`config.mk`:
```
export PLATFORM = sky130hd
export DESIGN_NAME = cht_front
export DESIGN_NICKNAME = d
export VERILOG_FILES = /design/src/sv/cht_pkg.sv /design/src/sv/cht_front.sv
export SDC_FILE = /design/constraint.sdc
export NUM_CORES = 1
export LEC_CHECK = 0
export ABC_AREA = 1
export BUFFER_PORTS_ARGS = -buffer_cell sky130_fd_sc_hd__buf_4
export CELL_PAD_IN_SITES_DETAIL_PLACEMENT = 1
export CELL_PAD_IN_SITES_GLOBAL_PLACEMENT = 1
export CORE_MARGIN = 2
export CORE_UTILIZATION = 41
export DETAILED_ROUTE_END_ITERATION = 8
export GPL_TIMING_DRIVEN = 0
export PLACE_DENSITY = 0.87
export SYNTH_ARGS = -nofsm -noshare
export SYNTH_HDL_FRONTEND = slang
export SYNTH_SLANG_ARGS = --single-unit
export TNS_END_PERCENT = 10
```
`constraint.sdc`:
```
create_clock -name clk -period 7.2 [get_ports clk]
set_input_delay 2.16 -clock clk [delete_from_list [all_inputs] [get_ports clk]]
set_output_delay 2.16 -clock clk [all_outputs]
set_load 0.005 [all_outputs]
```
`src/sv/cht_pkg.sv`:
```
// ----------------------------------------------------------------------------
// cht_pkg
// shared types and constants of the chained hash table
// ----------------------------------------------------------------------------
package cht_pkg;

	localparam int BUCKETS_DEF = 256;
	localparam int NODES_DEF   = 256;
	localparam int CFG_W       = 9;
	localparam int BKT_MAX_W   = 16;
	localparam int DIV_STEPS   = 4;
	localparam int DIV_CYCLES  = 32 / DIV_STEPS;

	typedef enum logic [1:0] {
		MODE_INSERT = 2'd0,
		MODE_DELETE = 2'd1,
		MODE_FIND   = 2'd2,
		MODE_BUCKET = 2'd3
	} mode_t;

	typedef enum logic [1:0] {
		ST_OK   = 2'd0,
		ST_MISS = 2'd1,
		ST_FULL = 2'd2
	} status_t;

	// one classified transaction on its way from front to back
	typedef struct packed {
		mode_t                 mode;
		logic [31:0]           key;
		logic [31:0]           value;
		logic [BKT_MAX_W-1:0]  bkt;
	} item_t;

endpackage

```
`src/sv/cht_front.sv`:
```
// ----------------------------------------------------------------------------
// cht_front
// accepts transactions and computes the bucket by iterative division
// ----------------------------------------------------------------------------
module cht_front #(
	parameter int BUCKETS = cht_pkg::BUCKETS_DEF
) (
	input  logic                      clk,
	input  logic                      arst_n,
	input  logic                      in_valid,
	output logic                      in_stall,
	input  logic [1:0]                mode,
	input  logic [31:0]               key,
	input  logic [31:0]               value,
	input  logic [cht_pkg::CFG_W-1:0] bucket_count,
	input  logic                      init_busy,
	output logic                      push,
	output cht_pkg::item_t            item,
	input  logic                      full
);
	import cht_pkg::*;

	localparam int DW = $clog2(BUCKETS + 1);
	localparam int CNW = $clog2(DIV_CYCLES);

	typedef enum logic [1:0] {F_IDLE, F_DIV, F_PUSH} fstate_t;

	fstate_t           state_q;
	logic [CNW-1:0]    cnt_q;
	logic [DW-1:0]     div_q;
	logic [DW-1:0]     rem_q;
	logic [31:0]       kshift_q;
	mode_t             mode_q;
	logic [31:0]       key_q;
	logic [31:0]       value_q;
	logic [DW-1:0]     eff;
	logic [DW-1:0]     rem_nxt;
	logic [31:0]       kshift_nxt;

	// register value of zero or above the table size means the full table
	always_comb begin
		if (bucket_count == '0 || 32'(bucket_count) > BUCKETS) begin
			eff = DW'(BUCKETS);
		end else begin
			eff = DW'(bucket_count);
		end
	end

	// restoring division, a few quotient bits per cycle
	always_comb begin
		logic [DW:0] t;
		rem_nxt    = rem_q;
		kshift_nxt = kshift_q;
		for (int i = 0; i < DIV_STEPS; i++) begin
			t = {rem_nxt, kshift_nxt[31]};
			kshift_nxt = {kshift_nxt[30:0], 1'b0};
			if (t >= {1'b0, div_q}) begin
				t = t - {1'b0, div_q};
			end
			rem_nxt = t[DW-1:0];
		end
	end

	always_ff @(posedge clk or negedge arst_n) begin
		if (!arst_n) begin
			state_q <= F_IDLE;
			cnt_q   <= '0;
		end else begin
			unique case (state_q)
				F_IDLE: begin
					if (in_valid && !in_stall) begin
						mode_q   <= mode_t'(mode);
						key_q    <= key;
						value_q  <= value;
						kshift_q <= key;
						rem_q    <= '0;
						div_q    <= eff;
						cnt_q    <= '0;
						state_q  <= F_DIV;
					end
				end
				F_DIV: begin
					rem_q    <= rem_nxt;
					kshift_q <= kshift_nxt;
					cnt_q    <= cnt_q + CNW'(1);
					if (cnt_q == CNW'(DIV_CYCLES - 1)) begin
						state_q <= F_PUSH;
					end
				end
				F_PUSH: begin
					if (!full) begin
						state_q <= F_IDLE;
					end
				end
				default: begin
					state_q <= F_IDLE;
				end
			endcase
		end
	end

	assign in_stall   = (state_q != F_IDLE) || init_busy;
	assign push       = (state_q == F_PUSH) && !full;
	assign item.mode  = mode_q;
	assign item.key   = key_q;
	assign item.value = value_q;
	assign item.bkt   = BKT_MAX_W'(rem_q);

endmodule

```
[Word-level counts from Yosys, hierarchy flattened]
Cells that the tools add are included.
Storage, ports and cells
  memories: 0
  flip-flop bits (word level): 121
  ROM bits: 0
  bits in latches: 0
  logic and storage cells: 52
  input port bits: 80
  output and inout bits: 84
  bits in writable memories: 0
Operators by class
  muxes and demuxes: 14
  divide/modulo/power cells: 0
  shift-type cells: 0
  $lt $le $gt $ge: 5
  bitwise logic cells: 0
  reduce and logical (&&, ||, !) cells: 14
  $add $sub $neg: 5
  equal/unequal tests: 6
  multiply operators: 0
Operators with widths (count)
  32-bit case mux with 2 select lines: 1
  9-bit two-way mux: 5
  10-bit by 9-bit greater-or-equal comparator with 1-bit output: 4
  9-bit subtractor: 4
  32-bit two-way mux: 1
  9-bit case mux with 2 select lines: 1
  9-bit greater-than comparator (second input constant): 1
  9-bit zero test: 1
  3-bit AND reduction: 3
  2-bit two-way mux: 3
  2-bit inequality test (second input constant): 3
  2-bit case mux with 3 select lines: 1
  3-bit case mux with 2 select lines: 1
  2-bit nonzero test: 2
  3-bit by 1-bit adder with 3-bit output (second input constant): 1
  3-bit equality test (second input constant): 1
  3-bit two-way mux: 1
  2-bit by 1-bit equality test with 1-bit output (second input constant): 1
  2-bit equality test (second input constant): 1
  1-bit logical AND: 2
  1-bit zero test: 2
  2-bit zero test: 1
  1-bit logical OR: 2
  2-bit AND reduction: 1

[Logic depth before layout (Yosys ltp)]
Gate-level depths: netlist of run 1.
  depth in word-level cells: 9
  gate-level depth with buffers: 52

[Worst setup path before layout of run 1]
OpenSTA, ideal clock, no wires.
  kind: reg-to-reg
  from: register div_q[1]
  to: register rem_q[2] (data pin)
  setup time: 266 ps
  data arrival time: 6172 ps
  path buffers: 2
  data required time: 6934 ps
  setup slack: 762 ps
  stages on the path, launching flop included: 44
  cells stage by stage: edfxtp_1 -> inv_1 -> ha_1 -> inv_1 -> nor2_1 -> nand3_1 -> nand2_2 -> nor2_4 -> nand2_4 -> o21ai_0 -> inv_1 -> ha_1 -> nand2_1 -> nand2_1 -> a21oi_1 -> nand2_1 -> a21oi_2 -> nand3_2 -> [8 not listed] -> a21oi_2 -> nand2_2 -> nor2_4 -> buf_6 -> nand2_1 -> nand2_1 -> inv_1 -> ha_1 -> nand3_1 -> nand3_1 -> a21oi_1 -> o21ai_0 -> a21boi_0 -> inv_1 -> a21oi_1 -> nand3_1 -> nand2_1 -> nor2_1
On the way
  longest elaborated chain between the ends: 9
Ends and longest elaborated chain
  from (decl): RTL line cht_front.sv:30  | logic [DW-1:0] div_q;
  from (signal assigned): RTL line cht_front.sv:77  | div_q <= eff;
  9-bit subtractor / 10-bit by 9-bit greater-or-equal comparator with 1-bit output (equally long branches): RTL line cht_front.sv:58, cht_front.sv:57
  9-bit two-way mux: RTL line cht_front.sv:57  | if (t >= {1'b0, div_q}) begin
  10-bit by 9-bit greater-or-equal comparator with 1-bit output / 9-bit subtractor (equally long branches): RTL line cht_front.sv:57, cht_front.sv:58
  9-bit two-way mux: RTL line cht_front.sv:57
  9-bit subtractor / 10-bit by 9-bit greater-or-equal comparator with 1-bit output (equally long branches): RTL line cht_front.sv:58, cht_front.sv:57
  9-bit two-way mux: RTL line cht_front.sv:57
  9-bit subtractor / 10-bit by 9-bit greater-or-equal comparator with 1-bit output (equally long branches): RTL line cht_front.sv:58, cht_front.sv:57
  9-bit two-way mux (*): RTL line cht_front.sv:57
  9-bit case mux with 2 select lines (*): RTL line cht_front.sv:69  | unique case (state_q)
  to (signal assigned): RTL line cht_front.sv:83  | rem_q <= rem_nxt;
  to (decl): RTL line cht_front.sv:31  | logic [DW-1:0] rem_q;
Mark *: on every way between the ends. The rest lies on a longest branch, timed or not.
A chain may end at the register's enable or synchronous reset.

[Final worst setup path of run 1]
  from: register kshift_q[31]
  to: register rem_q[2] (data pin)
On the way
  longest elaborated chain between the ends: 9
Ends and longest elaborated chain
  from (decl): RTL line cht_front.sv:32  | logic [31:0] kshift_q;
  from (signal assigned): RTL line cht_front.sv:75  | kshift_q <= key;
  from (signal assigned): RTL line cht_front.sv:84  | kshift_q <= kshift_nxt;
  9-bit subtractor / 10-bit by 9-bit greater-or-equal comparator with 1-bit output (equally long branches): RTL line cht_front.sv:58, cht_front.sv:57
  9-bit two-way mux (*): RTL line cht_front.sv:57
  10-bit by 9-bit greater-or-equal comparator with 1-bit output / 9-bit subtractor (equally long branches): RTL line cht_front.sv:57, cht_front.sv:58
  9-bit two-way mux (*): RTL line cht_front.sv:57
  9-bit subtractor / 10-bit by 9-bit greater-or-equal comparator with 1-bit output (equally long branches): RTL line cht_front.sv:58, cht_front.sv:57
  9-bit two-way mux (*): RTL line cht_front.sv:57
  9-bit subtractor / 10-bit by 9-bit greater-or-equal comparator with 1-bit output (equally long branches): RTL line cht_front.sv:58, cht_front.sv:57
  9-bit two-way mux (*): RTL line cht_front.sv:57
  9-bit case mux with 2 select lines (*): RTL line cht_front.sv:69
Marks and branches as above.

==> impl_summary.log, run 1 <==
[metrics] Worst R2R Setup Slack: 0.07 ns
[metrics] total CTS buffers: 17
[metrics] # diodes: 0
[metrics] final-report max-slew violation count: 0
[metrics] clock sinks: 121
[metrics] detail-routed net length per standard cell: 23.2 µm
[metrics] CTS tree: done
[metrics] number of port buffers: 156
[metrics] Synth Instances: 663
[metrics] cell type contributing the most total cell area after synthesis: edfxtp_1
[metrics] share of the synthesized area in the top cell type: 53.1%
[metrics] Final Hold Violating Endpoints: 0
[metrics] initial antenna violation count: 0
[metrics] longest individual stage delay on the worst path: 0.41 ns
[metrics] highest-delay cell along the critical path: fa_2
[metrics] arrival time of the worst setup path: 7.27 ns
[metrics] row count: 46
[metrics] total via count after detailed routing: 5855
[metrics] Clk Latency, worst-skew pair: about 0.43 ns
[metrics] effective utilization at floorplan: 41.6%
[metrics] synthesized area divided by synthesized cell count: 9.89 µm²
[metrics] residual antenna-violating net count after detailed routing: 0
[metrics] endpoints failing setup: 0
[metrics] number of DRC markers in iteration 0: ~460
[metrics] width of the chip: 130 µm
[metrics] Worst path most repeated cell: nand2_1
[metrics] sequential fraction of the synthesis area: 55.0%
[metrics] post-synthesis instance area: 0.00656 mm²
[metrics] crit end category: register
[metrics] Critical Path Fanout Max: 8
[metrics] Total Die Area: 0.0170 mm²
[metrics] largest net degree at the start of global routing: 30
[metrics] top library cells by usage in the layout, fill and taps aside: nand2_1, buf_4, edfxtp_1, inv_1, nor2_1
[metrics] highest clock frequency the design can meet: 0.140 GHz
[metrics] startpoint class of the critical path: register
[metrics] H-Tree Depth: 4
[metrics] root cell of the clock tree: clkbuf_16
[metrics] DRC: 0
[metrics] status: finished, final reports clean
[metrics] count of warnings emitted by yosys: 0
[metrics] CP Launch Point: kshift_q[31]
[metrics] capture instance of the worst register-to-register path: rem_q[2]
[metrics] Top Ports: 164
[metrics] max-cap violation count: 0
[metrics] DR vias/cell: 5.31
[metrics] Worst Tran Pin Value: 0.705 ns
[metrics] Detailed Place HPWL: 15.6 mm
[metrics] Slew HR: 52.9%
[metrics] global router's overall resource usage: 28.1%
[metrics] number of nets in the final layout: 995
[metrics] Worst Clk Skew: 0.0128 ns
[metrics] clock tree buffer depth: 2
[metrics] Pre-antenna DRT Iters: 5
[metrics] total overflow reported by the global router: 0
[metrics] Setup Total Neg Slack: 0 ns
[metrics] leading post-synthesis cells by cell area: edfxtp_1, nand2_1, ha_1
[metrics] clock-pin slew on the worst setup and hold paths: ~0.06 ns
[metrics] worst setup path endpoint: rem_q[2]
[metrics] cell depth of the worst flop-to-flop path: 42
[metrics] minimum period implied by the final worst setup slack: between 7 and 8 ns
[metrics] Area Growth Syn to Fin: 41.1%
[metrics] crit share post-route: 99.1%
[metrics] most common cell after layout, fill and taps aside: nand2_1
[metrics] die outline height: 130 µm
[metrics] post-synthesis sequential element count: roughly 120
[metrics] share of cells above drive strength 1: between 30% and 40%
[metrics] required time of the worst setup path: 7.34 ns
[metrics] source of the worst register-to-register timing path: kshift_q[31]
[metrics] path category of the worst min-delay check: register to register
[metrics] Total Wirelength: 25.6 mm
[metrics] global-route wire length before repair: 34.7 mm
[metrics] library cells used by synthesis: 39
[metrics] number of global-route vias before repair: roughly 6000
[metrics] core outline area: 0.0158 mm²
[metrics] placer's final routability congestion estimate: 0.904
[metrics] class of the most critical setup path: register to register
## layout make-up
class	count	area, µm²
Inverter	93	369
Fill cell	1753	6520
Buffer	18	133
Sequential cell	121	3610
Tap cell	216	270
Multi-Input combinational cell	437	2810
Timing Repair Buffer	185	1460
Clock buffer	18	429
Clock inverter	14	174
## registers in the layout, indices dropped and copies added (netlist names)
name      cells
key_q        32
kshift_q     32
value_q      32
div_q         9
rem_q         9
cnt_q         3
mode_q        2
state_q       2
## cells in the mapped netlist, drive strengths merged
| cell | instances |
|---|---|
| a21boi | 1 |
| a21oi | 24 |
| a22o | 2 |
| a31oi | 3 |
| a41oi | 1 |
| and3 | 1 |
| buf | 12 |
| clkbuf | 6 |
| clkinv | 1 |
| conb | 1 |
| dfrtp | 5 |
| edfxtp | 116 |
| fa | 4 |
| ha | 38 |
| inv | 92 |
| nand2 | 218 |
| nand3 | 28 |
| nand3b | 2 |
| nand4 | 8 |
| nor2 | 44 |
| nor3 | 5 |
| o21ai | 20 |
| o21bai | 4 |
| o31a | 1 |
| or2 | 1 |
| xnor2 | 11 |
| xor2 | 14 |
## critical path: cells and delay by family (launching register included)
kind	cells	cell delay, ns
AOI/OAI and AO/OA	10	1.82
adders and majority gates	5	1.52
buffers and inverters	7	0.78
DFF	1	0.38
and+or+nand+nor	20	2.31
## cell families (layout without fill, tap and decap cells)
kind of cell / Yosys count / in the layout / share of synthesized area [%]
XOR/XNOR: 25 / 25 / 3.34
buffers and inverters: 111 / 328 / 7.23
other: 1 / 7 / 0.0572
AND/OR/NAND/NOR: 307 / 307 / 20.8
AO/OA/AOI/OAI: 56 / 56 / 5.04
flip-flops: 121 / 121 / 55.0
adder cells (fa/ha/maj): 42 / 42 / 8.47
## routing by layer
layer  routed length (µm)  GRT usage [%]
met2                13700           53.6
met1                 8980           28.5
met4                 1520           14.7
met3                 1350           6.35
met5                    0              0
## metrics by stage
step           util, %  hold WS [ns]  setup WS, ns  instance area (µm²)  cells
6_report          58.7         0.524        0.0677                 9250   1102
5_1_grt           58.7         0.543        -0.240                 9250   1102
4_1_cts           55.8         0.512        0.0164                 8800   1081
3_5_place_dp      51.3         0.500        -0.721                 8100   1044
3_3_place_gp      50.9         0.469        -0.405                 8020   1041
2_1_floorplan        -         0.450         0.762                 6580    669
## worst min path at each step
stage                     depth (start not counted)  slack [ns]            to          from
after floorplan                                   1        0.45      cnt_q[0]      cnt_q[0]
after global placement                            1        0.47      cnt_q[0]      cnt_q[0]
after detailed placement                          1        0.50      cnt_q[0]      cnt_q[0]
after CTS                                         1        0.51      cnt_q[0]      cnt_q[0]
after global routing                              2        0.54  kshift_q[20]  kshift_q[16]
final                                             2        0.52  kshift_q[20]  kshift_q[16]
## repair_timing
action / 4_1_cts / 5_1_grt
cloned: 0 / 2
setup endpoints to repair: 9 / 9
resized for setup: 26 / 55
setup buffers: 5 / 19
pin swaps: 5 / 13
hold buffers: 0 / 0
Power of run 1 is left out: the tool's default activity adds up to more than one toggle a clock period on the data nets, which glitch-free logic cannot reach.
==> run 2: changes to the inputs <==
MAX_ROUTING_LAYER = met4   (was default)
SETUP_SLACK_MARGIN = 0.4   (was default)
==> run 2 against run 1 <==
Routed wire length grew 8.6%. Cell count grew 1.4%. Fmax shrank 0.18%. Largest cell class unchanged.
==> impl_summary.log, run 2 (synthesized netlist as in run 1, its figures left out) <==
[metrics] placer's final routability congestion estimate: 0.920
[metrics] longest individual stage delay on the worst path: between 0.4 and 0.5 ns
[metrics] width of the chip: 130 µm
[metrics] class of the most critical setup path: register to register
[metrics] most common cell after layout, fill and taps aside: buf_4
[metrics] crit end category: register
[metrics] Total Die Area: 0.0170 mm²
[metrics] number of nets in the final layout: 1010
[metrics] Worst Tran Pin Value: 0.731 ns
[metrics] global-route wire length before repair: 35.4 mm
[metrics] die outline height: roughly 130 µm
[metrics] startpoint class of the critical path: register
[metrics] placed insts: 1044
[metrics] total overflow reported by the global router: 0
[metrics] Top Ports: 164
[metrics] max-cap violation count: 0
[metrics] global router's overall resource usage: 29.7%
[metrics] status: finished, final reports clean
[metrics] initial antenna violation count: 0
[metrics] H-Tree Depth: 4
[metrics] endpoints failing setup: 0
[metrics] clock-pin slew on the worst setup and hold paths: about 0.07 ns
[metrics] Detailed Place HPWL: between 15 and 20 mm
[metrics] effective utilization at floorplan: 41.6%
[metrics] highest clock frequency the design can meet: approximately 0.14 GHz
[metrics] Buf/Inv on CP: 7
[metrics] Slew HR: 51.2%
[metrics] path category of the worst min-delay check: register to register
[metrics] detail-routed net length per standard cell: 24.9 µm
[metrics] total CTS buffers: 17
[metrics] Pre-antenna DRT Iters: 5
[metrics] final-report max-slew violation count: 0
[metrics] largest net degree at the start of global routing: 30
[metrics] Worst Clk Skew: 0.0105 ns
[metrics] CP top delay family: simple AND/OR/NAND/NOR gates
[metrics] number of standard cells in the layout, taps in and fillers out: roughly 1100
[metrics] crit share post-route: slightly below 100%
[metrics] clock tree buffer depth: 2
[metrics] core outline area: between 0.015 and 0.02 mm²
[metrics] arrival time of the worst setup path: 7.30 ns
[metrics] # diodes: 0
[metrics] CTS tree: done
[metrics] residual antenna-violating net count after detailed routing: 0
[metrics] RSZ-0062 raised after global routing: true
[metrics] Largest regs: key_q (32), kshift_q (32), value_q (32)
[metrics] minimum period implied by the final worst setup slack: 7.15 ns
[metrics] highest-delay cell along the critical path: edfxtp_1
[metrics] required time of the worst setup path: 7.36 ns
[metrics] root cell of the clock tree: clkbuf_16
[metrics] Area Growth Syn to Fin: 46.0%
[metrics] row count: 46
[metrics] share of cells above drive strength 1: 40.4%
[metrics] Worst path most repeated cell: nand2_1
[metrics] Clk Latency, worst-skew pair: between 0.4 and 0.5 ns
[metrics] clock sinks: 121
[metrics] number of global-route vias before repair: 6360
[metrics] Total Wirelength: 27.8 mm
[metrics] count of hold buffers inserted by post-cts repair: 0
[metrics] number of DRC markers in iteration 0: ~400
[metrics] number of port buffers: around 160
[metrics] top library cells by usage in the layout, fill and taps aside: buf_4, nand2_1, edfxtp_1, inv_1, nor2_1
[metrics] total via count after detailed routing: ~6000
[metrics] Final Hold Violating Endpoints: 0
[metrics] Critical Path Fanout Max: 8
[metrics] DR vias/cell: 5.41
[metrics] DRC: 0
## run 2: changes by cell type in the layout (fill, tap and decap cells not counted), moves of 6 or more
cell and delta:
inv_2 +8, buf_4 +15, nand2_2 +7, ha_1 -6, nand2_1 -7, inv_1 -8, ha_4 +7
## run 2: path summary, 6_finish.rpt
kind,startpoint,to,slack [ns],cells past startpoint
worst max-delay path,div_q[6],rem_q[2],0.05,41
worst min-delay path,kshift_q[16],kshift_q[20],0.52,2
worst max register to register,div_q[6],rem_q[2],0.05,41
worst min register to register,kshift_q[16],kshift_q[20],0.52,2
max in group asynchronous,arst_n,state_q[1],5.52,1
min in group asynchronous,arst_n,cnt_q[0],1.54,1
## run 2: layer usage
layer | vias up | wire length (µm) | GRT usage, % | part of all wire [%]
li1 | 2622 | - | - | -
met1 | 2995 | 9490 | 29.3 | 34
met2 | 298 | 14800 | 55.0 | 53
met3 | 130 | 1340 | 5.78 | 4.8
met4 | 0 | 2140 | 15.9 | 7.7
met5 | - | 0 | - | 0
## run 2: cell type report
class | count | area (µm²)
Clock inverter | 14 | 174
Timing Repair Buffer | 200 | 1560
Tap cell | 216 | 270
Buffer | 18 | 129
Inverter | 93 | 377
Clock buffer | 18 | 429
Sequential cell | 121 | 3610
Fill cell | 1719 | 6200
Multi-Input combinational cell | 437 | 3020
## run 2: tightest hold or removal path, cell delays in order (launching register included)
cell and delay (ns):
edfxtp_1 0.32, nand2_1 0.05, nand2_1 0.05
## run 2: what timing repair did
action	in CTS	in global routing
setup endpoints to repair	9	9
pin swaps	10	27
buffers inserted	15	24
cloned	0	2
gates resized for setup	62	60
## run 2: metrics by stage
step	setup slack (ns)	util, %	hold WS, ns	setup TNS (ns)	cell area, µm²
final	0.0545	60.7	0.522	0	9570
after global routing	-0.133	60.7	0.538	-0.525	9570
after floorplan	0.762	-	0.450	0	6580
after CTS	0.405	57.6	0.512	0	9090
after detailed placement	-0.721	51.3	0.500	-5.16	8100
after global placement	-0.405	50.9	0.469	-21.83	8020
Power of run 2 is left out for the same reason.
