**src/sv/cht_pkg.sv**
```systemverilog
// ----------------------------------------------------------------------------
// cht_pkg
// shared types and constants of the chained hash table
// ----------------------------------------------------------------------------
package cht_pkg;

	localparam int BUCKETS_DEF = 256;
	localparam int NODES_DEF   = 256;
	localparam int CFG_W       = 9;
	localparam int BKT_MAX_W   = 16;
	localparam int DIV_STEPS   = 4;
	localparam int DIV_CYCLES  = 32 / DIV_STEPS;

	typedef enum logic [1:0] {
		MODE_INSERT = 2'd0,
		MODE_DELETE = 2'd1,
		MODE_FIND   = 2'd2,
		MODE_BUCKET = 2'd3
	} mode_t;

	typedef enum logic [1:0] {
		ST_OK   = 2'd0,
		ST_MISS = 2'd1,
		ST_FULL = 2'd2
	} status_t;

	// one classified transaction on its way from front to back
	typedef struct packed {
		mode_t                 mode;
		logic [31:0]           key;
		logic [31:0]           value;
		logic [BKT_MAX_W-1:0]  bkt;
	} item_t;

endpackage

```
**src/sv/cht_queue.sv**
```systemverilog
// ----------------------------------------------------------------------------
// cht_queue
// two-entry queue between the front and the back
// ----------------------------------------------------------------------------
module cht_queue (
	input  logic           clk,
	input  logic           arst_n,
	input  logic           push,
	input  cht_pkg::item_t push_item,
	output logic           full,
	input  logic           pop,
	output logic           q_valid,
	output cht_pkg::item_t q_item
);
	import cht_pkg::*;

	item_t       slots [2];
	logic        wr_q;
	logic        rd_q;
	logic [1:0]  cnt_q;
	logic        do_push;
	logic        do_pop;

	assign full    = (cnt_q == 2'd2);
	assign q_valid = (cnt_q != 2'd0);
	assign q_item  = slots[rd_q];
	assign do_push = push && !full;
	assign do_pop  = pop && q_valid;

	always_ff @(posedge clk) begin
		if (do_push) begin
			slots[wr_q] <= push_item;
		end
	end

	always_ff @(posedge clk or negedge arst_n) begin
		if (!arst_n) begin
			wr_q  <= 1'b0;
			rd_q  <= 1'b0;
			cnt_q <= 2'd0;
		end else begin
			if (do_push) begin
				wr_q <= !wr_q;
			end
			if (do_pop) begin
				rd_q <= !rd_q;
			end
			if (do_push && !do_pop) begin
				cnt_q <= cnt_q + 2'd1;
			end else if (do_pop && !do_push) begin
				cnt_q <= cnt_q - 2'd1;
			end
		end
	end

endmodule

```
**config.mk**
```make
export PLATFORM = sky130hd
export DESIGN_NAME = cht_queue
export DESIGN_NICKNAME = d
export VERILOG_FILES = /design/src/sv/cht_pkg.sv /design/src/sv/cht_queue.sv
export SDC_FILE = /design/constraint.sdc
export NUM_CORES = 1
export LEC_CHECK = 0
export ABC_AREA = 1
export CORE_MARGIN = 10
export CORE_UTILIZATION = 25
export DETAILED_ROUTE_END_ITERATION = 16
export DONT_BUFFER_PORTS = 1
export HOLD_SLACK_MARGIN = 0.02
export PLACE_DENSITY = 0.46
export SYNTH_ARGS = -nofsm -noshare
export SYNTH_HDL_FRONTEND = slang
export SYNTH_SLANG_ARGS = --single-unit
```
**constraint.sdc**
```tcl
create_clock -name clk -period 6.18 [get_ports clk]
set_input_delay 1.236 -clock clk [delete_from_list [all_inputs] [get_ports clk]]
set_output_delay 1.236 -clock clk [all_outputs]
set_load 0.05 [all_outputs]
```
Word level (Yosys, flattened, before mapping):

Memory sizes are Yosys's and may differ from the RTL's.
Index checks and enable logic that the tools add are counted.

* output and inout bits: 84
* memories kept: 1
* RAM bits: 164
* register bits after elaboration: 4
* logic and storage cells: 22

Memories
* slots: words 2, width 82, read ports 1, clocked after Yosys merged registers in 0, wr ports 1, line cht_queue.sv:17 `item_t slots [2];`

* reductions and logical operators: 11
* add/subtract/negate cells: 2
* muxes and demuxes: 4
* eq/ne operators: 1

Operators by type and width (number)
* logical NOT 1 bit: 5
* logical AND 1 bit: 4
* 2-to-1 mux 2 bit: 2
* nonzero test 2 bit: 2
* adder 2 x 1 -> 2 bit, second input constant: 1
* equality test 2 bit, second input constant: 1
* 2-to-1 mux 1 bit: 2
* subtractor 2 x 1 -> 2 bit, second input constant: 1

Depth between registers and ports, before layout:

Gate-level depths: netlist of the first run.

* word-level depth: 7
* mapped depth: 9
* gate-level depth less buffers: 9

Worst setup path before layout of the first run:

No wires, ideal clock.

* path kind: input to register
* start point: input push
* end point: memory slots[1][0] in the netlist's numbering, enable pin
* slack: 898 ps
* arrival time: 4759 ps
* cell stages on the path: 2
* buffers on the path: 0
* cells stage by stage: o21ai_0 > nor2_1

* cells in the longest elaborated chain, start to end: 3

RTL lines
* start, declared: line cht_queue.sv:8 `input logic push,`
* logical AND 1 bit: line cht_queue.sv:27 `assign do_push = push && !full;`
* 2-to-1 mux 1 bit: line cht_queue.sv:31 `if (do_push) begin`
* 2-to-1 mux 1 bit (not written as such): line cht_queue.sv:32 `slots[wr_q] <= push_item;`
* end, declared: line cht_queue.sv:17

No other way between the ends.

==> impl_metrics.env, run 1 <==
export IMPL_cts_resized=0
export IMPL_wirelength_mm=13.8
export IMPL_seq_area_frac_synth=0.803
export IMPL_reg2reg_slack_ns=3.13
export IMPL_cts_sink_count=168
export IMPL_min_period_ns=3.38
export IMPL_seqCellArea_um2=5030
export IMPL_cp_slowest_stage_delay_ns=0.65
export IMPL_slew_viol_final=0
export IMPL_crit_arrival_ns=2.14
export IMPL_status="finished clean"
export IMPL_place_gp_congestion=0.665
export IMPL_io_buffers=0
export IMPL_tritoncts="yes"
export IMPL_drc=0
export IMPL_final_period_utilization=0.547
export IMPL_antenna_cells=0
export IMPL_cts_setup_buffers=0
export IMPL_first_global_vias=3366
export IMPL_multiInputGateArea_um2=1030
export IMPL_initial_core_util=0.256
export IMPL_grt_use_total=0.0862
export IMPL_worst_path_most_repeated_cell="nand2_1"
export IMPL_antenna_found_initial=0
export IMPL_synth_area_um2=6260
export IMPL_wl_per_cell_um=17.2
export IMPL_final_hold_violation_count=0
export IMPL_drt_pass1_iterations=4
export IMPL_dieArea_um2=31800
export IMPL_grt_setup_unrepaired="false"
export IMPL_fmax_mhz=296
export IMPL_via_count=3179
export IMPL_cts_root_buf="clkbuf_16"
export IMPL_crit_chain="inv_2, buf_4, nand2_1, nand2_1"
export IMPL_dp_hpwl_mm=9.04
export IMPL_cp_required_ns=4.94
export IMPL_cp_max_fo=83
export IMPL_synth_nets=547
export IMPL_area_delta_synth_final_pct=12.2
export IMPL_cp_end_kind="output pin"
export IMPL_worstSetupStartpointType="flip-flop"
export IMPL_drt_iter0_drc=174
export IMPL_cts_htree_levels=4
export IMPL_skew_ns=0.00676
export IMPL_placementRows=57
export IMPL_vias_per_cell=3.97
export IMPL_worstMarginPinSlew_ns=1.05
export IMPL_crit_buf_inv=2
export IMPL_yosysWarnings=0
export IMPL_die_x_um=178
export IMPL_layout_nets=552
export IMPL_insertion_delay_ns=0.40
export IMPL_final_setup_tns_ns=0
export IMPL_grt_max_degree=84
export IMPL_syn_area_per_cell_um2=13.6
export IMPL_fill_cells=2465
export IMPL_final_common_cell="nand2_1"
export IMPL_clkTransAtPathRegs_ns=0.06
export IMPL_coreArea_um2=24500
export IMPL_crit_type="flip-flop to output pin"
export IMPL_path_delay_family="buffers and inverters"
export IMPL_layout_common_cells="nand2_1 (257), edfxtp_1 (164), clkbuf_16 (17), inv_1 (6), clkbuf_1 (5)"
export IMPL_setup_viol=0
export IMPL_hp_class="flip-flop to flip-flop"
export IMPL_cap_violations=0
export IMPL_crit_path_top_delay_cell="buf_4"
export IMPL_cts_hold_buf=0
export IMPL_numCtsBuffers=17
export IMPL_grt_ovfl_total=0
export IMPL_synthCells=460
export IMPL_grt_pass1_wl_mm=20.3
export IMPL_slew_headroom=0.299
export IMPL_ios=170
export IMPL_synth_cell_types=14
export IMPL_clockBufferDepth=2
export IMPL_drtAntennaViolNets=0
export IMPL_die_h_um=178
export IMPL_drive_above_1_share=0.0693
export IMPL_yosys_register_bits=168
[tightest hold or removal path, delay by kind of cell, from the launching register on]
family	cells	cell delay, ns
flip-flops	1	0.35
AND/OR/NAND/NOR	2	0.11
[path summary, 6_finish.rpt]
kind / start / end / cells after the start
max: rd_q / q_item[72] / 4
min: cnt_q[1] / cnt_q[1] / 2
max reg2reg: cnt_q[0] / slots[0][12] / 5
min reg2reg: cnt_q[1] / cnt_q[1] / 2
max in group asynchronous: arst_n / rd_q / 0
min in group asynchronous: arst_n / cnt_q[0] / 0
[Yosys cell counts]
master    number  area, um2
buf_2          2       10.0
buf_4          2       15.0
buf_6         14        158
dfrtp_1        4        100
edfxtp_1     164       4920
ha_1           1       12.5
inv_1          7       26.3
inv_2          1       3.75
nand2_1      257        965
nand3_1        2       10.0
nand4_1        1       6.26
nor2_1         3       11.3
o21ai_0        1       5.00
xnor2_1        1       8.76
[cell families after synthesis]
logic type,Yosys count,share of synthesized area
adders and majority gates,1,0.00200
buffers and inverters,26,0.0340
AOI/OAI and AO/OA,1,0.000799
xor gates and xnor gates,1,0.00140
DFF,168,0.803
and+or+nand+nor,263,0.159
[cell type report]
class,count,share of cell area
Sequential cell,168,0.716
Multi-Input combinational cell,266,0.146
Clock buffer,22,0.0633
Tap cell,324,0.0578
Clock inverter,8,0.00767
Inverter,8,0.00446
Timing Repair Buffer,4,0.00428
[flip-flops by register name (all words and copies together) (netlist names)]
signal,flops
rd_q,1
cnt_q,2
wr_q,1
slots,164
[through the flow]
step	worst slack, ns	util	instance area [um2]	hold WS [ns]	instances
after CTS	2.74	0.287	7020	0.495	800
after global placement	2.75	0.266	6520	0.455	770
after global routing	2.60	0.287	7020	0.483	800
after floorplan	0.898	-	6260	0.442	460
after detailed placement	2.72	0.266	6520	0.481	770
final	2.80	0.287	7020	0.494	800
[routing by layer]
| layer | share of wire | vias to the layer above | global-route usage | routed length [um] |
|---|---|---|---|---|
| li1 | - | 1547 | - | - |
| met1 | 0.36 | 1518 | 0.0847 | 4990 |
| met2 | 0.49 | 106 | 0.142 | 6730 |
| met3 | 0.14 | 8 | 0.0596 | 1890 |
| met4 | 0.011 | 0 | 0.0286 | 157 |
| met5 | 0 | - | 0 | 0 |
Power of run 1 is not shown: default switching activity piles up to over one toggle a cycle in this logic, so the estimate is an artifact.
==> inputs of run 2 (changes only) <==
ABC_AREA = 0   (was 1)
PLACE_DENSITY = 0.48   (was 0.46)
clock period = 3.05 ns   (was 6.18 ns; I/O delays follow)
==> impl_metrics.env, run 2 <==
export IMPL_dieArea_um2=32700
export IMPL_layout_nets=377
export IMPL_wirelength_mm=12.7
export IMPL_p_int_mw=5.56
export IMPL_synth_top_cell_area_share=0.762
export IMPL_status="finished clean"
export IMPL_pwr_share_comb=0.396
export IMPL_reg_top3="slots (164), cnt_q (2)"
export IMPL_final_setup_tns_ns=0
export IMPL_grt_pass1_wl_mm=18.5
export IMPL_slew_headroom=0.475
export IMPL_crit_type="flip-flop to output pin"
export IMPL_yosys_register_bits=168
export IMPL_die_x_um=181
export IMPL_slew_viol_final=0
export IMPL_cp_max_fo=25
export IMPL_first_global_vias=2809
export IMPL_cts_root_buf="clkbuf_16"
export IMPL_via_count=2459
export IMPL_cts_resized=0
export IMPL_power_frac_clock=0.240
export IMPL_vias_per_cell=3.88
export IMPL_p_sw_frac=0.397
export IMPL_synth_xor_area_share=0.00677
export IMPL_cellPowerDensity_nw_per_um2=1240
export IMPL_numCtsBuffers=17
export IMPL_grt_setup_unrepaired="false"
export IMPL_io_buffers=0
export IMPL_final_period_utilization=0.824
export IMPL_tritoncts="yes"
export IMPL_top_register="slots"
export IMPL_antenna_cells=0
export IMPL_largest_reg_flops=164
export IMPL_grt_ovfl_total=0
export IMPL_clkTransAtPathRegs_ns=0.06
export IMPL_fmax_mhz=398
export IMPL_cap_violations=0
export IMPL_synthCells=274
export IMPL_drt_iter0_drc=100
export IMPL_drive_above_1_share=0.386
export IMPL_seq_area_frac_synth=0.777
export IMPL_worstSetupStartpointType="flip-flop"
export IMPL_synth_most_common_cell="edfxtp_1"
export IMPL_synthAdderAreaFrac=0.00194
export IMPL_place_gp_congestion=0.665
export IMPL_insertion_delay_ns=0.42
export IMPL_synth_top_family_by_area="multiplexers"
export IMPL_ios=170
export IMPL_cp_end_kind="output pin"
export IMPL_placementRows=58
export IMPL_grt_max_degree=49
export IMPL_cts_sink_count=168
export IMPL_dp_hpwl_mm=9.15
export IMPL_crit_path_top_delay_cell="dfrtp_4"
export IMPL_synth_edf_count=164
export IMPL_antenna_found_initial=1
export IMPL_crit_chain="buf_12, mux2_2"
export IMPL_cts_htree_levels=4
export IMPL_reg2reg_slack_ns=1.06
export IMPL_crit_buf_inv=1
export IMPL_final_common_cell="edfxtp_1"
export IMPL_async_reset_ff_frac=0.0238
export IMPL_skew_ns=0.0106
export IMPL_drc=0
export IMPL_synth_nets=361
export IMPL_grt_use_total=0.0777
export IMPL_clockBufferDepth=2
export IMPL_vdd_ir_drop_max_v=0.000394
export IMPL_seqPwrFrac=0.365
export IMPL_utilization=0.294
export IMPL_synth_ff_type="edfxtp_1"
export IMPL_yosys_top_cells_count="edfxtp_1 (164), mux2_4 (70), mux2_2 (12)"
export IMPL_power_mw=9.22
export IMPL_die_h_um=181
export IMPL_yosysWarnings=0
export IMPL_path_delay_family="flip-flops"
export IMPL_fill_cells=2437
export IMPL_worstMarginPinSlew_ns=0.785
export IMPL_crit_arrival_ns=1.90
export IMPL_area_delta_synth_final_pct=15.3
export IMPL_synth_top_area_cell="edfxtp_1"
export IMPL_synthMuxAreaShare=0.183
export IMPL_cp_required_ns=2.44
export IMPL_drtAntennaViolNets=0
export IMPL_leakage_nw=2.59
export IMPL_p_sw_mw=3.66
export IMPL_coreArea_um2=25300
export IMPL_drt_pass1_iterations=4
export IMPL_cp_slowest_stage_delay_ns=0.69
export IMPL_final_hold_violation_count=0
export IMPL_wl_per_cell_um=20.1
export IMPL_synth_cell_types=16
export IMPL_min_period_ns=2.51
export IMPL_layout_common_cells="edfxtp_1 (164), mux2_4 (70), clkbuf_16 (17), mux2_2 (12), clkbuf_1 (6)"
export IMPL_synthTopCellsByArea="edfxtp_1 (76%), mux2_4 (16%), buf_12 (2.2%)"
export IMPL_whs_ns=0.284
export IMPL_synthSimpleGateAreaFrac=0.00523
export IMPL_initial_core_util=0.255
export IMPL_setup_viol=0
export IMPL_synth_compound_area_frac=0
export IMPL_hp_class="input port to flip-flop"
export IMPL_synth_area_um2=6460
export IMPL_syn_area_per_cell_um2=23.6
==> run 2: changes by cell type after synthesis, moves of 5 or more <==
cell     before  now
buf_6        14    1
buf_12        0    7
inv_1         7    2
nand2_1     257    2
mux2_4        0   70
mux2_2        0   12
==> run 2: power groups by stage <==
stage / clock (mW) / sequential, mW / combinational [mW]
2_1_floorplan: 0 / 3.33 / 3.48
3_3_place_gp: 0 / 3.40 / 3.71
3_5_place_dp: 0 / 3.43 / 3.73
4_1_cts: 2.30 / 3.38 / 3.74
5_1_grt: 2.40 / 3.42 / 3.81
6_report: 2.21 / 3.36 / 3.65
==> run 2: metal layers <==
| layer | track usage | vias up | wire length, um |
|---|---|---|---|
| met5 | 0 | - | 13 |
| met4 | 0.0246 | 2 | 119 |
| met3 | 0.0639 | 12 | 1880 |
| met2 | 0.129 | 106 | 6380 |
| met1 | 0.0700 | 1228 | 4340 |
| li1 | - | 1111 | - |
==> run 2: final timing paths <==
path                                 to  cells after the start     startpoint
max in group asynchronous          rd_q                      1         arst_n
min                        slots[1][38]                      0  push_item[38]
min in group asynchronous      cnt_q[0]                      1         arst_n
max                          q_item[71]                      2           rd_q
max reg2reg                slots[0][56]                      4       cnt_q[0]
min reg2reg                    cnt_q[1]                      1       cnt_q[1]
==> run 2: layout make-up <==
| class | count | area [um2] | area share |
|---|---|---|---|
| Tap cell | 330 | 413 | 0.0554 |
| Sequential cell | 168 | 5030 | 0.674 |
| Clock inverter | 8 | 146 | 0.0196 |
| Timing Repair Buffer | 6 | 110 | 0.0148 |
| Clock buffer | 24 | 462 | 0.0619 |
| Multi-Input combinational cell | 95 | 1290 | 0.173 |
| Inverter | 2 | 7.51 | 0.00101 |
==> run 2: per-stage QoR <==
| step | cell area [um2] | setup slack [ns] | std cells |
|---|---|---|---|
| after floorplan | 6470 | 0.0299 | 274 |
| after global placement | 6840 | 0.931 | 600 |
| after detailed placement | 6840 | 0.924 | 600 |
| after CTS | 7460 | 0.462 | 633 |
| after global routing | 7460 | 0.448 | 633 |
| final | 7460 | 0.536 | 633 |
==> run 2: kinds of logic (layout without fill, tap and decap cells) <==
kind of cell / after synthesis / in the layout
simple gates: 7 / 7
buf+inv: 11 / 40
flops: 168 / 168
fa+ha+maj: 1 / 1
xor+xnor: 5 / 5
mux: 82 / 82
==> run 2: repair_timing <==
item                                   CTS  global route
setup buffers                            0             0
hold buffers                             1             0
endpoints found under the hold margin    4             0
setup endpoints to repair                0             0
==> run 2: worst reg2reg max path, cell delays in order (launching register included) <==
cell and delay [ns]:
dfrtp_1 0.40, nand2b_1 0.16, nand2_1 0.14, nor2_4 0.62
buf_12 0.31
Note: power is estimated with default switching activity, not from simulation.
==> inputs of run 3 (changes only) <==
ABC_AREA = 1   (was 0)
clock period = 2.2 ns   (was 3.05 ns; I/O delays follow)
==> impl_metrics.env, run 3 (synthesis results as in run 1) <==
export IMPL_status="finished clean"
export IMPL_hold_depth=0
export IMPL_ios=170
export IMPL_worstMarginPinSlew_ns=0.548
export IMPL_fill_cells=2287
export IMPL_numCtsBuffers=17
export IMPL_cellPowerDensity_nw_per_um2=1810
export IMPL_via_count=3547
export IMPL_layout_nets=638
export IMPL_grt_ovfl_total=0
export IMPL_drt_iter0_drc=198
export IMPL_final_hold_violation_count=0
export IMPL_cts_htree_levels=4
export IMPL_dp_hpwl_mm=9.91
export IMPL_crit_arrival_ns=1.63
export IMPL_post_route_cell_area_um2=8820
export IMPL_skew_ns=0.00818
export IMPL_final_period_utilization=0.943
export IMPL_dieArea_um2=31800
export IMPL_setup_viol=0
export IMPL_min_period_ns=2.07
export IMPL_grt_use_total=0.0915
export IMPL_r2r_start="cnt_q[1]"
export IMPL_cts_sink_count=168
export IMPL_die_x_um=178
export IMPL_worstSetupStartpointType="flip-flop"
export IMPL_io_buffers=0
export IMPL_initial_core_util=0.256
export IMPL_antenna_found_initial=0
export IMPL_insertion_delay_ns=0.41
export IMPL_first_global_vias=3655
export IMPL_hold_path_startpoint="push_item[42]"
export IMPL_reg2reg_slack_ns=0.37
export IMPL_drtAntennaViolNets=0
export IMPL_clkTransAtPathRegs_ns=0.07
export IMPL_fmax_mhz=482
export IMPL_area_delta_synth_final_pct=41.0
export IMPL_grt_pass1_wl_mm=21.9
export IMPL_slew_headroom=0.635
export IMPL_cap_violations=0
export IMPL_hp_class="input port to flip-flop"
export IMPL_min_to="slots[1][42]"
export IMPL_setup_slack_ns=0.126
export IMPL_slew_viol_final=0
export IMPL_tritoncts="yes"
export IMPL_top_register="slots"
export IMPL_leakage_nw=3.47
export IMPL_reg_top3="slots (164), cnt_q (2)"
export IMPL_clockBufferDepth=2
export IMPL_crit_type="flip-flop to output pin"
export IMPL_cp_required_ns=1.76
export IMPL_drt_pass1_iterations=4
export IMPL_largest_reg_flops=164
export IMPL_drive_above_1_share=0.223
export IMPL_place_gp_congestion=0.721
export IMPL_wl_per_cell_um=16.4
export IMPL_final_setup_tns_ns=0
export IMPL_vias_per_cell=3.99
export IMPL_cp_max_fo=43
export IMPL_coreArea_um2=24500
export IMPL_layout_common_cells="nand2_1 (256), edfxtp_1 (164), buf_12 (86), clkbuf_16 (17), inv_1 (6)"
export IMPL_place_area_um2=8250
export IMPL_dp_slack_ns=0.402
export IMPL_cp_end_kind="output pin"
export IMPL_grt_max_degree=83
export IMPL_rr_endpoint="slots[0][38]"
export IMPL_antenna_cells=0
export IMPL_vdd_ir_drop_max_v=0.000745
export IMPL_grt_setup_unrepaired="false"
export IMPL_reg2regPathDepth=6
export IMPL_cts_root_buf="clkbuf_16"
export IMPL_placementRows=57
export IMPL_die_h_um=178
export IMPL_wirelength_mm=14.6
export IMPL_final_common_cell="nand2_1"
export IMPL_drc=0
-- run 3: changes by cell type in the layout (fill, tap and decap cells not counted), sizes merged, moves of 3 or more --
cell	delta
buf	+84
bufinv	-3
clkbuf	-6
clkinv	+5
inv	+8
mux2	-82
nand2	+255
-- run 3: how the worst max path moves through the flow --
| stage | end | slack, ns | start | depth (start not counted) |
|---|---|---|---|---|
| after detailed placement | slots[0][13] | 0.40 | cnt_q[1] | 6 |
| after global placement | slots[0][81] | 0.46 | cnt_q[1] | 6 |
| final | q_item[52] | 0.13 | rd_q | 5 |
| after global routing | q_item[81] | 0.02 | rd_q | 5 |
| after CTS | q_item[52] | 0.005 | rd_q | 4 |
| after floorplan | slots[0][0] | -0.28 | cnt_q[0] | 4 |
-- run 3: worst max-delay path: stages, from the launching register on --
cell	delay (ns)
dfrtp_4	0.50
inv_2	0.11
buf_12	0.21
nand2_1	0.09
nand2_1	0.12
buf_12	0.15
-- run 3: metal layers --
layer  vias to the layer above  global-route usage  wire (um)
li1                       1726                   -          -
met1                      1707              0.0933       5390
met2                       108               0.152       7220
met3                         6              0.0575       1820
met4                         0              0.0289        121
met5                         -                   0          0
-- run 3: final cells by class --
class	count	area, um2	share of cell area
clock inverters	14	124	0.0140
flip-flops and latches	168	5030	0.570
inverters	8	33.8	0.00383
clock buffers	18	429	0.0487
multi-input cells	266	1040	0.118
repair buffers	90	1760	0.200
well taps	324	405	0.0460
-- run 3: power by group --
group	leakage, nW	switching [mW]	total [mW]	internal [mW]
Clock	0.270	1.23	2.80	1.57
Combinational	1.62	5.17	8.62	3.45
Sequential	1.57	0.174	4.54	4.37
Total	3.47	6.58	16.0	9.39
-- run 3: what timing repair did --
item / 4_1_cts / 5_1_grt
hold endpoints to repair: 4 / 0
setup buffers: 0 / 0
setup endpoints to repair: 0 / 50
hold buffers: 1 / 0
resized for setup: 0 / 2
-- run 3: stage by stage --
stage | cells | power [mW] | hold slack [ns] | utilization
floorplan | 460 | 9.20 | 0.144 | -
global placement | 855 | 13.3 | 0.145 | 0.337
detailed placement | 855 | 13.4 | 0.145 | 0.337
CTS | 888 | 16.2 | 0.0914 | 0.360
global route | 888 | 16.7 | 0.0818 | 0.361
finish | 888 | 16.0 | 0.119 | 0.361
